--- config.mk ---
export PLATFORM = sky130hd
export DESIGN_NAME = modular_exponentiation
export DESIGN_NICKNAME = d
export VERILOG_FILES = /design/src/hw/rtl/mexp_pkg.sv /design/src/hw/rtl/mexp_mulmod.sv /design/src/hw/rtl/modular_exponentiation.sv
export SDC_FILE = /design/constraint.sdc
export NUM_CORES = 1
export LEC_CHECK = 0
export ABC_AREA = 1
export BUFFER_PORTS_ARGS = -buffer_cell sky130_fd_sc_hd__buf_2
export CAP_MARGIN = 20
export CELL_PAD_IN_SITES_DETAIL_PLACEMENT = 0
export CELL_PAD_IN_SITES_GLOBAL_PLACEMENT = 1
export CORE_MARGIN = 2
export CORE_UTILIZATION = 40
export CTS_BUF_LIST = sky130_fd_sc_hd__clkbuf_8
export DETAILED_ROUTE_END_ITERATION = 8
export PLACE_DENSITY = 0.83
export SETUP_SLACK_MARGIN = 0.5
export SLEW_MARGIN = 40
export SYNTH_ARGS = -nofsm -noshare
export SYNTH_HDL_FRONTEND = slang
export SYNTH_HIERARCHICAL = 1
export SYNTH_SLANG_ARGS = --single-unit
--- constraint.sdc ---
create_clock -name clk -period 5.85 [get_ports clk]
set_input_delay 0.585 -clock clk [delete_from_list [all_inputs] [get_ports clk]]
set_output_delay 0.585 -clock clk [all_outputs]
set_load 0.02 [all_outputs]
--- src/hw/rtl/mexp_pkg.sv ---
package mexp_pkg;

  // Field widths.
  localparam int EXP_BITS = 63;
  localparam int MOD_BITS = 31;
  localparam int PAD_BITS = EXP_BITS - MOD_BITS;
  localparam int CNT_W    = $clog2(EXP_BITS + 1);

  // The modulus after reset, a prime.
  localparam logic [MOD_BITS-1:0] MOD_RESET = MOD_BITS'(1000000007);

  typedef enum logic [2:0] {
    ST_IDLE,
    ST_REDUCE,
    ST_SQUARE,
    ST_MULT,
    ST_DONE
  } mexp_state_t;

  // Request to the serial multiply-reduce unit.
  typedef struct packed {
    logic start;
    logic wide;
  } mexp_mm_req_t;

  // Status back from the serial multiply-reduce unit.
  typedef struct packed {
    logic busy;
    logic done;
  } mexp_mm_stat_t;

endpackage

--- src/hw/rtl/mexp_mulmod.sv ---
module mexp_mulmod
  import mexp_pkg::*;
(
  input  logic                clk,
  input  logic                rst_n,
  input  mexp_mm_req_t        req,
  input  logic [MOD_BITS-1:0] mod_i,
  input  logic [MOD_BITS-1:0] a_i,
  input  logic [EXP_BITS-1:0] mult_i,
  output mexp_mm_stat_t       stat,
  output logic [MOD_BITS-1:0] res_o
);

  // Computes a * mult mod m, one multiplier bit per cycle, most significant
  // bit first. A wide request scans all EXP_BITS bits of mult_i, a short one
  // only its low MOD_BITS bits. Both a and the accumulator stay below m.

  logic [MOD_BITS-1:0] acc_r, acc_nxt;
  logic [MOD_BITS-1:0] a_r, a_nxt;
  logic [EXP_BITS-1:0] mult_r, mult_nxt;
  logic [CNT_W-1:0]    cnt_r, cnt_nxt;
  logic                busy_r, busy_nxt;
  logic                done_r, done_nxt;

  logic [MOD_BITS:0] m_ext;
  logic [MOD_BITS:0] dbl;
  logic [MOD_BITS:0] dbl_red;
  logic [MOD_BITS:0] sum;
  logic [MOD_BITS:0] sum_red;

  always_comb begin
    m_ext   = {1'b0, mod_i};
    dbl     = {acc_r, 1'b0};
    dbl_red = (dbl >= m_ext) ? dbl - m_ext : dbl;
    sum     = dbl_red + (mult_r[EXP_BITS-1] ? {1'b0, a_r} : '0);
    sum_red = (sum >= m_ext) ? sum - m_ext : sum;
  end

  always_comb begin
    acc_nxt  = acc_r;
    a_nxt    = a_r;
    mult_nxt = mult_r;
    cnt_nxt  = cnt_r;
    busy_nxt = busy_r;
    done_nxt = 1'b0;
    if (req.start) begin
      acc_nxt  = '0;
      a_nxt    = a_i;
      busy_nxt = 1'b1;
      if (req.wide) begin
        mult_nxt = mult_i;
        cnt_nxt  = CNT_W'(EXP_BITS);
      end else begin
        mult_nxt = {mult_i[MOD_BITS-1:0], {PAD_BITS{1'b0}}};
        cnt_nxt  = CNT_W'(MOD_BITS);
      end
    end else if (busy_r) begin
      acc_nxt  = sum_red[MOD_BITS-1:0];
      mult_nxt = {mult_r[EXP_BITS-2:0], 1'b0};
      cnt_nxt  = cnt_r - 1'b1;
      if (cnt_r == CNT_W'(1)) begin
        busy_nxt = 1'b0;
        done_nxt = 1'b1;
      end
    end
  end

  always_ff @(posedge clk) begin
    acc_r  <= acc_nxt;
    a_r    <= a_nxt;
    mult_r <= mult_nxt;
    if (!rst_n) begin
      cnt_r  <= '0;
      busy_r <= 1'b0;
      done_r <= 1'b0;
    end else begin
      cnt_r  <= cnt_nxt;
      busy_r <= busy_nxt;
      done_r <= done_nxt;
    end
  end

  assign stat.busy = busy_r;
  assign stat.done = done_r;
  assign res_o     = acc_r;

  a_no_restart: assert property (@(posedge clk) disable iff (!rst_n)
    req.start |-> !busy_r)
    else $error("multiply started while busy");

  a_cnt_live: assert property (@(posedge clk) disable iff (!rst_n)
    busy_r |-> cnt_r != '0)
    else $error("busy with an empty bit count");

  a_res_reduced: assert property (@(posedge clk) disable iff (!rst_n)
    (done_r && mod_i >= MOD_BITS'(2) && $stable(mod_i)) |-> acc_r < mod_i)
    else $error("product not reduced below the modulus");

endmodule

--- src/hw/rtl/modular_exponentiation.sv ---
// Each accepted word yields one result word. The base is first reduced, then
// the 63 exponent bits are scanned, each bit with a square and, when set, a
// multiply, all on one bit-serial multiply-reduce unit. The next input word
// is taken only after the result register is loaded and the block is idle
// again, so words do not overlap. A modulus below 2 gives a result of zero without using the multiply unit.
// Reset (synchronous, rst_n low): idle, no result pending, modulus 1000000007.
module modular_exponentiation
  import mexp_pkg::*;
(
  input  logic                clk,
  input  logic                rst_n,
  // Input channel.
  input  logic                in_valid,
  output logic                in_stall,
  input  logic [EXP_BITS-1:0] in_base_value,
  input  logic [EXP_BITS-1:0] in_exponent,
  // Result channel.
  output logic                out_valid,
  input  logic                out_stall,
  output logic [MOD_BITS-1:0] out_power_residue,
  // Modulus write channel.
  input  logic                cfg_valid,
  output logic                cfg_ready,
  input  logic [MOD_BITS-1:0] cfg_modulus
);

  // The exponent is scanned from its most significant bit down. For every
  // bit the running residue is squared, and when the bit is set it is then
  // multiplied by the reduced base. Every modular product is formed one
  // multiplier bit per cycle by mexp_mulmod. The base itself is reduced by
  // running it through the same unit as 1 * base mod m.

  mexp_state_t state_r, state_nxt;

  logic [MOD_BITS-1:0] mod_r;
  logic [EXP_BITS-1:0] exp_r, exp_nxt;
  logic [MOD_BITS-1:0] base_r, base_nxt;
  logic [MOD_BITS-1:0] res_r, res_nxt;
  logic [CNT_W-1:0]    cnt_r, cnt_nxt;
  logic                out_valid_r, out_valid_nxt;
  logic [MOD_BITS-1:0] out_res_r, out_res_nxt;

  mexp_mm_req_t        mm_req;
  mexp_mm_stat_t       mm_stat;
  logic [MOD_BITS-1:0] mm_res;
  logic [MOD_BITS-1:0] mm_a;
  logic [EXP_BITS-1:0] mm_mult;

  logic                in_take;
  logic                step;
  logic                load_out;

  // Configuration is taken only while idle, and an input word is stalled while
  // a write is pending, so the modulus never changes under a computation.
  assign cfg_ready = (state_r == ST_IDLE);
  assign in_stall  = (state_r != ST_IDLE) || cfg_valid;
  assign in_take   = in_valid && !in_stall;

  always_comb begin
    state_nxt = state_r;
    exp_nxt   = exp_r;
    base_nxt  = base_r;
    res_nxt   = res_r;
    cnt_nxt   = cnt_r;
    mm_req    = '0;
    mm_a      = res_r;
    mm_mult   = EXP_BITS'(res_r);
    step      = 1'b0;
    load_out  = 1'b0;

    unique case (state_r)
      ST_IDLE: begin
        if (in_take) begin
          exp_nxt = in_exponent;
          cnt_nxt = CNT_W'(EXP_BITS);
          if (mod_r < MOD_BITS'(2)) begin
            // A modulus of zero or one leaves nothing but zero.
            res_nxt   = '0;
            state_nxt = ST_DONE;
          end else begin
            mm_req.start = 1'b1;
            mm_req.wide  = 1'b1;
            mm_a         = MOD_BITS'(1);
            mm_mult      = in_base_value;
            state_nxt    = ST_REDUCE;
          end
        end
      end
      ST_REDUCE: begin
        if (mm_stat.done) begin
          // The residue starts at one; its first square is issued at once.
          base_nxt     = mm_res;
          res_nxt      = MOD_BITS'(1);
          mm_req.start = 1'b1;
          mm_a         = MOD_BITS'(1);
          mm_mult      = EXP_BITS'(1);
          state_nxt    = ST_SQUARE;
        end
      end
      ST_SQUARE: begin
        if (mm_stat.done) begin
          res_nxt = mm_res;
          if (exp_r[EXP_BITS-1]) begin
            mm_req.start = 1'b1;
            mm_a         = mm_res;
            mm_mult      = EXP_BITS'(base_r);
            state_nxt    = ST_MULT;
          end else begin
            step = 1'b1;
          end
        end
      end
      ST_MULT: begin
        if (mm_stat.done) begin
          res_nxt = mm_res;
          step    = 1'b1;
        end
      end
      ST_DONE: begin
        // Hand the residue to the output register once it is free.
        if (!out_valid_r || !out_stall) begin
          load_out  = 1'b1;
          state_nxt = ST_IDLE;
        end
      end
      default: state_nxt = ST_IDLE;
    endcase

    // Move on to the next exponent bit, or finish after the last one.
    if (step) begin
      exp_nxt = {exp_r[EXP_BITS-2:0], 1'b0};
      cnt_nxt = cnt_r - 1'b1;
      if (cnt_r == CNT_W'(1)) begin
        state_nxt = ST_DONE;
      end else begin
        mm_req.start = 1'b1;
        mm_a         = mm_res;
        mm_mult      = EXP_BITS'(mm_res);
        state_nxt    = ST_SQUARE;
      end
    end
  end

  always_comb begin
    out_valid_nxt = out_valid_r;
    out_res_nxt   = out_res_r;
    if (load_out) begin
      out_valid_nxt = 1'b1;
      out_res_nxt   = res_r;
    end else if (out_valid_r && !out_stall) begin
      out_valid_nxt = 1'b0;
    end
  end

  always_ff @(posedge clk) begin
    exp_r     <= exp_nxt;
    base_r    <= base_nxt;
    res_r     <= res_nxt;
    out_res_r <= out_res_nxt;
    if (!rst_n) begin
      state_r     <= ST_IDLE;
      mod_r       <= MOD_RESET;
      cnt_r       <= '0;
      out_valid_r <= 1'b0;
    end else begin
      state_r     <= state_nxt;
      cnt_r       <= cnt_nxt;
      out_valid_r <= out_valid_nxt;
      if (cfg_valid && cfg_ready) begin
        mod_r <= cfg_modulus;
      end
    end
  end

  mexp_mulmod u_mulmod (
    .clk    (clk),
    .rst_n  (rst_n),
    .req    (mm_req),
    .mod_i  (mod_r),
    .a_i    (mm_a),
    .mult_i (mm_mult),
    .stat   (mm_stat),
    .res_o  (mm_res)
  );

  assign out_valid         = out_valid_r;
  assign out_power_residue = out_res_r;

  a_take_leaves_idle: assert property (@(posedge clk) disable iff (!rst_n)
    in_take |=> state_r != ST_IDLE)
    else $error("accepted word did not start a computation");

  a_mod_held: assert property (@(posedge clk) disable iff (!rst_n)
    (state_r != ST_IDLE) |=> $stable(mod_r))
    else $error("modulus changed during a computation");

  a_result_loaded: assert property (@(posedge clk) disable iff (!rst_n)
    (state_r == ST_DONE && (!out_valid_r || !out_stall))
      |=> (out_valid_r && state_r == ST_IDLE))
    else $error("finished residue not moved to the output register");

  a_unit_in_use: assert property (@(posedge clk) disable iff (!rst_n)
    mm_stat.busy |-> (state_r == ST_REDUCE || state_r == ST_SQUARE ||
                      state_r == ST_MULT))
    else $error("multiply unit busy outside a computation");

endmodule
After elaboration in Yosys (flattened, before gate mapping)
Cells that the tools add are included.
- $add $sub $neg: 5
- $mul: 0
- divide/modulo/power cells: 0
- $lt $le $gt $ge: 3
- equality and inequality tests: 15
- shift operators: 0
- muxes and demuxes: 64
- bitwise logic cells: 2
- reduce and logical (&&, ||, !) cells: 22
- operators by type and width (operator ; number):
    $mux 63 ; 10
    $mux 31 ; 15
    $pmux 63 s3 ; 1
    $pmux 31 s3 ; 2
    $ge 32x31->1 ; 2
    $mux 6 ; 6
    $add 32x31->32 ; 1
    $mux 32 ; 1
    $sub 32x31->32 ; 1
    $lt 31x2->1 const B ; 1
    $sub 31x31->31 ; 1
    $mux 3 ; 8
    $mux 1 ; 16
    $pmux 3 s5 ; 1
    $eq 6x1->1 const B ; 2
    $sub 6x1->6 const B ; 2
    $reduce_bool 2->1 ; 4
    $eq 3x2->1 const B ; 2
    $ne 2x1->1 const B ; 3
    $ne 3x2->1 const B ; 2
    $ne 3x3->1 const B ; 2
    $reduce_and 2->1 ; 3
    $reduce_and 6->1 ; 1
    $reduce_bool 3->1 ; 2
    other kinds (15) ; 22
- register bits: 330
- latch bits: 0
- RAM bits: 0
- memory bits (read-only): 0
- input bits: 162
- output and inout bits: 34
- word-level logic and storage cells: 126
- memories: 0

Depth between registers and ports, before layout
- depth after elaboration: 10
- depth in mapped cells: 44
- gate-level depth less buffers: 41

Cells and area by module
The synthesis kept the hierarchy.
- modules (own cells, without submodules) (module ; instances ; cells each ; area each (µm²) ; sequential area each (µm²)):
    mexp_mulmod ; 1 ; 1833 ; 12061.6 ; 3603.5
    modular_exponentiation ; 1 ; 1154 ; 9940.8 ; 5495.3

Least setup slack after synthesis
No wires, ideal clock.
- path kind: reg2reg
- from: reg mod_r[0]
- to: reg u_mulmod.acc_r[10], in the netlist u_mulmod/res_o[10]
- setup time: 0.114 ns
- arrival time: 4.771 ns
- required time: 5.736 ns
- path slack: 0.966 ns
- cell stages (with the launch flop): 40
- path buffers: 3
- clock period less this slack: 4.884 ns
- path through: dfxtp_1 > inv_1 > fa_1 > nand3_1 > nand2_1 > nand2_1 > nand2_1 > nand2_1 > nand3_1 > nand2_1 > nand2_2 > buf_2 > buf_2 > o21ai_0 > inv_1 > ha_1 > nand2_1 > nor3_1 > (+4 left out) > nand2_1 > nand2_1 > xor2_1 > inv_1 > ha_1 > nand2_1 > a21oi_1 > nor2_1 > a21oi_1 > nor2_1 > nand3_1 > nand2_1 > nand2_1 > nand2_1 > buf_2 > nand4_1 > nand3_1 > nand2_1
- cells in the longest elaborated chain, start to end: 6
- elaborated cells on any way between the ends: 13
- those cells by class: add/sub (3); order compare (3); mux (7)
- RTL lines (what ; line ; RTL):
    start: declaration ; modular_exponentiation.sv:35 ; logic [MOD_BITS-1:0] mod_r;
    start signal: assignment ; modular_exponentiation.sv:170 ; mod_r <= cfg_modulus;
    parallel branches: the longest is 6 deep, another holds $sub 32x31->32 ; -- ;
    end signal: assignment ; mexp_mulmod.sv:69 ; acc_r <= acc_nxt;
    end: declaration ; mexp_mulmod.sv:18 ; logic [MOD_BITS-1:0] acc_r, acc_nxt;
Several ways; the timed one is not identified.
A chain may end at the register's enable or synchronous reset.

Worst setup path in the final report
- from: reg mod_r[29]
- to: reg u_mulmod.acc_r[28], in the netlist u_mulmod/res_o[28]
- cells in the longest elaborated chain, start to end: 6
- elaborated cells on any way between the ends: 13
- those cells by class: add/sub (3); order compare (3); mux (7)
- RTL lines (what):
    parallel branches: the longest is 6 deep, another holds $sub 32x31->32
Several ways; the timed one is not identified.

==> results_dict.tcl <==
set metrics [dict create \
    cp.depth 37 \
    slew_violations 0 \
    syn_avg_cell_area_um2 7.37 \
    place_ws_ns -0.123 \
    slowest_delay_ns 0.35 \
    fin_ws_ns 0.409 \
    start_util 0.406 \
    path_max_fanout 7 \
    ctsHoldBuffers 0 \
    cp_slowest_cell "dfxtp_2" \
    drt_pre_antenna_iters 5 \
    layout.cells.non_filler 4163 \
    crit_family "simple AND/OR/NAND/NOR gates" \
    setup_violations 0 \
    worstRegToRegCells 37 \
    cts_sinks 330 \
    cts_root_buf "clkbuf_8" \
    drive_above_1_share 0.293 \
    end_kind "flip-flop" \
    clk_pin_slew_ns 0.07 \
    grt_antenna_before_repair 8 \
    cts_tree "built" \
    dpl_cell_area_um2 25000 \
    grt_overflow 0 \
    dp_hpwl_mm 57.6 \
    grt_pass1_vias 21202 \
    critical_path_required_ns 6.44 \
    cp-start-kind "flip-flop" \
    die_area_um2 56900 \
    tightest_slew_ns 0.761 \
    place.gp.congestion 0.962 \
    ctsHtreeMaxLevel 2 \
    grt_max_degree 94 \
    die_w_um 238 \
    cp_num_buf_inv 11 \
    vias 22169 \
    fmax_mhz 184 \
    coreArea_um2 54100 \
    hold_viol_final 0 \
    route.detailed.drc 0 \
    crit_top_cell "buf_4" \
    wl_per_cell_um 19.2 \
    netlist_area_um2 22000 \
    fin_area_um2 29100 \
    grt_setup_unrepaired "yes" \
    maxCapViolCount 0 \
    track_usage 0.267 \
    drt-initial-drc-count 1890 \
    fin_crit_sh 0.930 \
    io_buffers 195 \
    die_h_um 238 \
    whs_path_depth 3 \
    min_path_type "primary input to flip-flop" \
    yosysWarnings 6 \
    io_pins 196 \
    postSynthCellCount 2986 \
    syn_nets 3248 \
    relSlewSlack 0.493 \
    clock_path_buffers 3 \
    antenna_left 0 \
    fin_worst_skew_ns 0.0392 \
    grt_pass1_wl_mm 118 \
    path_class "flip-flop to flip-flop" \
    layout.nets 3678 \
    rows 85 \
    viasPerCell 5.33 \
    status "completed" \
    min_period_ns 5.44 \
    drt-total-wl_mm 79.9 \
    dp_cells 3974 \
    setup_tns_ns 0 \
    numCtsBuffers 60 \
    syn_to_final_growth_pct 32.5 \
    arrival_ns 6.03 \
    clk_latency_ns 0.69 \
]
-- flip-flops by register name (all words and copies together) (netlist names) --
| name | cells |
|---|---|
| state_r | 3 |
| u_mulmod/cnt_r | 6 |
| base_r | 31 |
| out_power_residue | 31 |
| res_r | 31 |
| u_mulmod/done_r | 1 |
| exp_r | 63 |
| u_mulmod/mult_r | 63 |
| u_mulmod/res_o | 31 |
| u_mulmod/busy_r | 1 |
| u_mulmod/a_r | 31 |
| cnt_r | 6 |
| mod_r | 31 |
| out_valid | 1 |
-- final cells by class --
class / instances / area (um2)
well taps: 696 / 871
inverters: 427 / 1650
multi-input cells: 2115 / 12800
repair buffers: 482 / 3500
diodes: 4 / 10.0
clock buffers: 62 / 853
clock inverters: 47 / 268
fillers: 5099 / 25000
flip-flops and latches: 330 / 9140
-- path summary, 6_finish.rpt --
kind,startpoint,endpoint,slack (ns)
setup / recovery,mod_r[29],u_mulmod/res_o[28],0.41
hold / removal,cfg_modulus[28],mod_r[28],0.11
setup reg to reg,mod_r[29],u_mulmod/res_o[28],0.41
hold reg to reg,mod_r[28],mod_r[28],0.46
-- tightest hold or removal path: stages --
cell and delay [ns]:
buf_2 0.08, nand2_1 0.04, nand3_1 0.06
-- stage by stage --
stage | utilization | hold slack [ns]
CTS | 0.504 | 0.0731
finish | 0.538 | 0.110
floorplan | - | 0.424
global route | 0.538 | 0.105
global placement | 0.461 | 0.444
detailed placement | 0.463 | 0.461
-- layer usage --
layer,part of all wire,vias up,global-route usage
met2,0.46,854,0.427
met1,0.43,10426,0.361
li1,-,10708,-
met5,0.00058,-,0
met3,0.073,173,0.0425
met4,0.044,8,0.111
-- placed cells by master (no fill, tap or decap), types with 13 or more instances in the layout --
cell,n
inv_1,379
nor2_2,30
edfxtp_1,249
buf_2,195
inv_4,14
inv_2,54
nand4_1,49
buf_6,13
o21ai_2,13
o21ai_0,177
buf_4,252
ha_1,32
nand2_4,38
xnor2_1,24
nor2_1,356
clkbuf_8,62
dfxtp_1,56
nand2_2,69
xor2_1,33
nor2_4,16
dfxtp_2,20
a21oi_1,182
a21oi_2,46
nand2_1,598
nand3_2,34
o21ai_1,28
a22o_1,61
ha_4,59
nand3_1,146
nor3_1,13
-- timing repair --
item                                    CTS  global route
endpoints found under the setup margin   31            31
resized for setup                       182           370
setup buffers                            27            38
pin swaps                                19           150
cloned                                    3             8
Power is not shown: default switching activity piles up to over one toggle a cycle in this logic, so the estimate is an artifact.
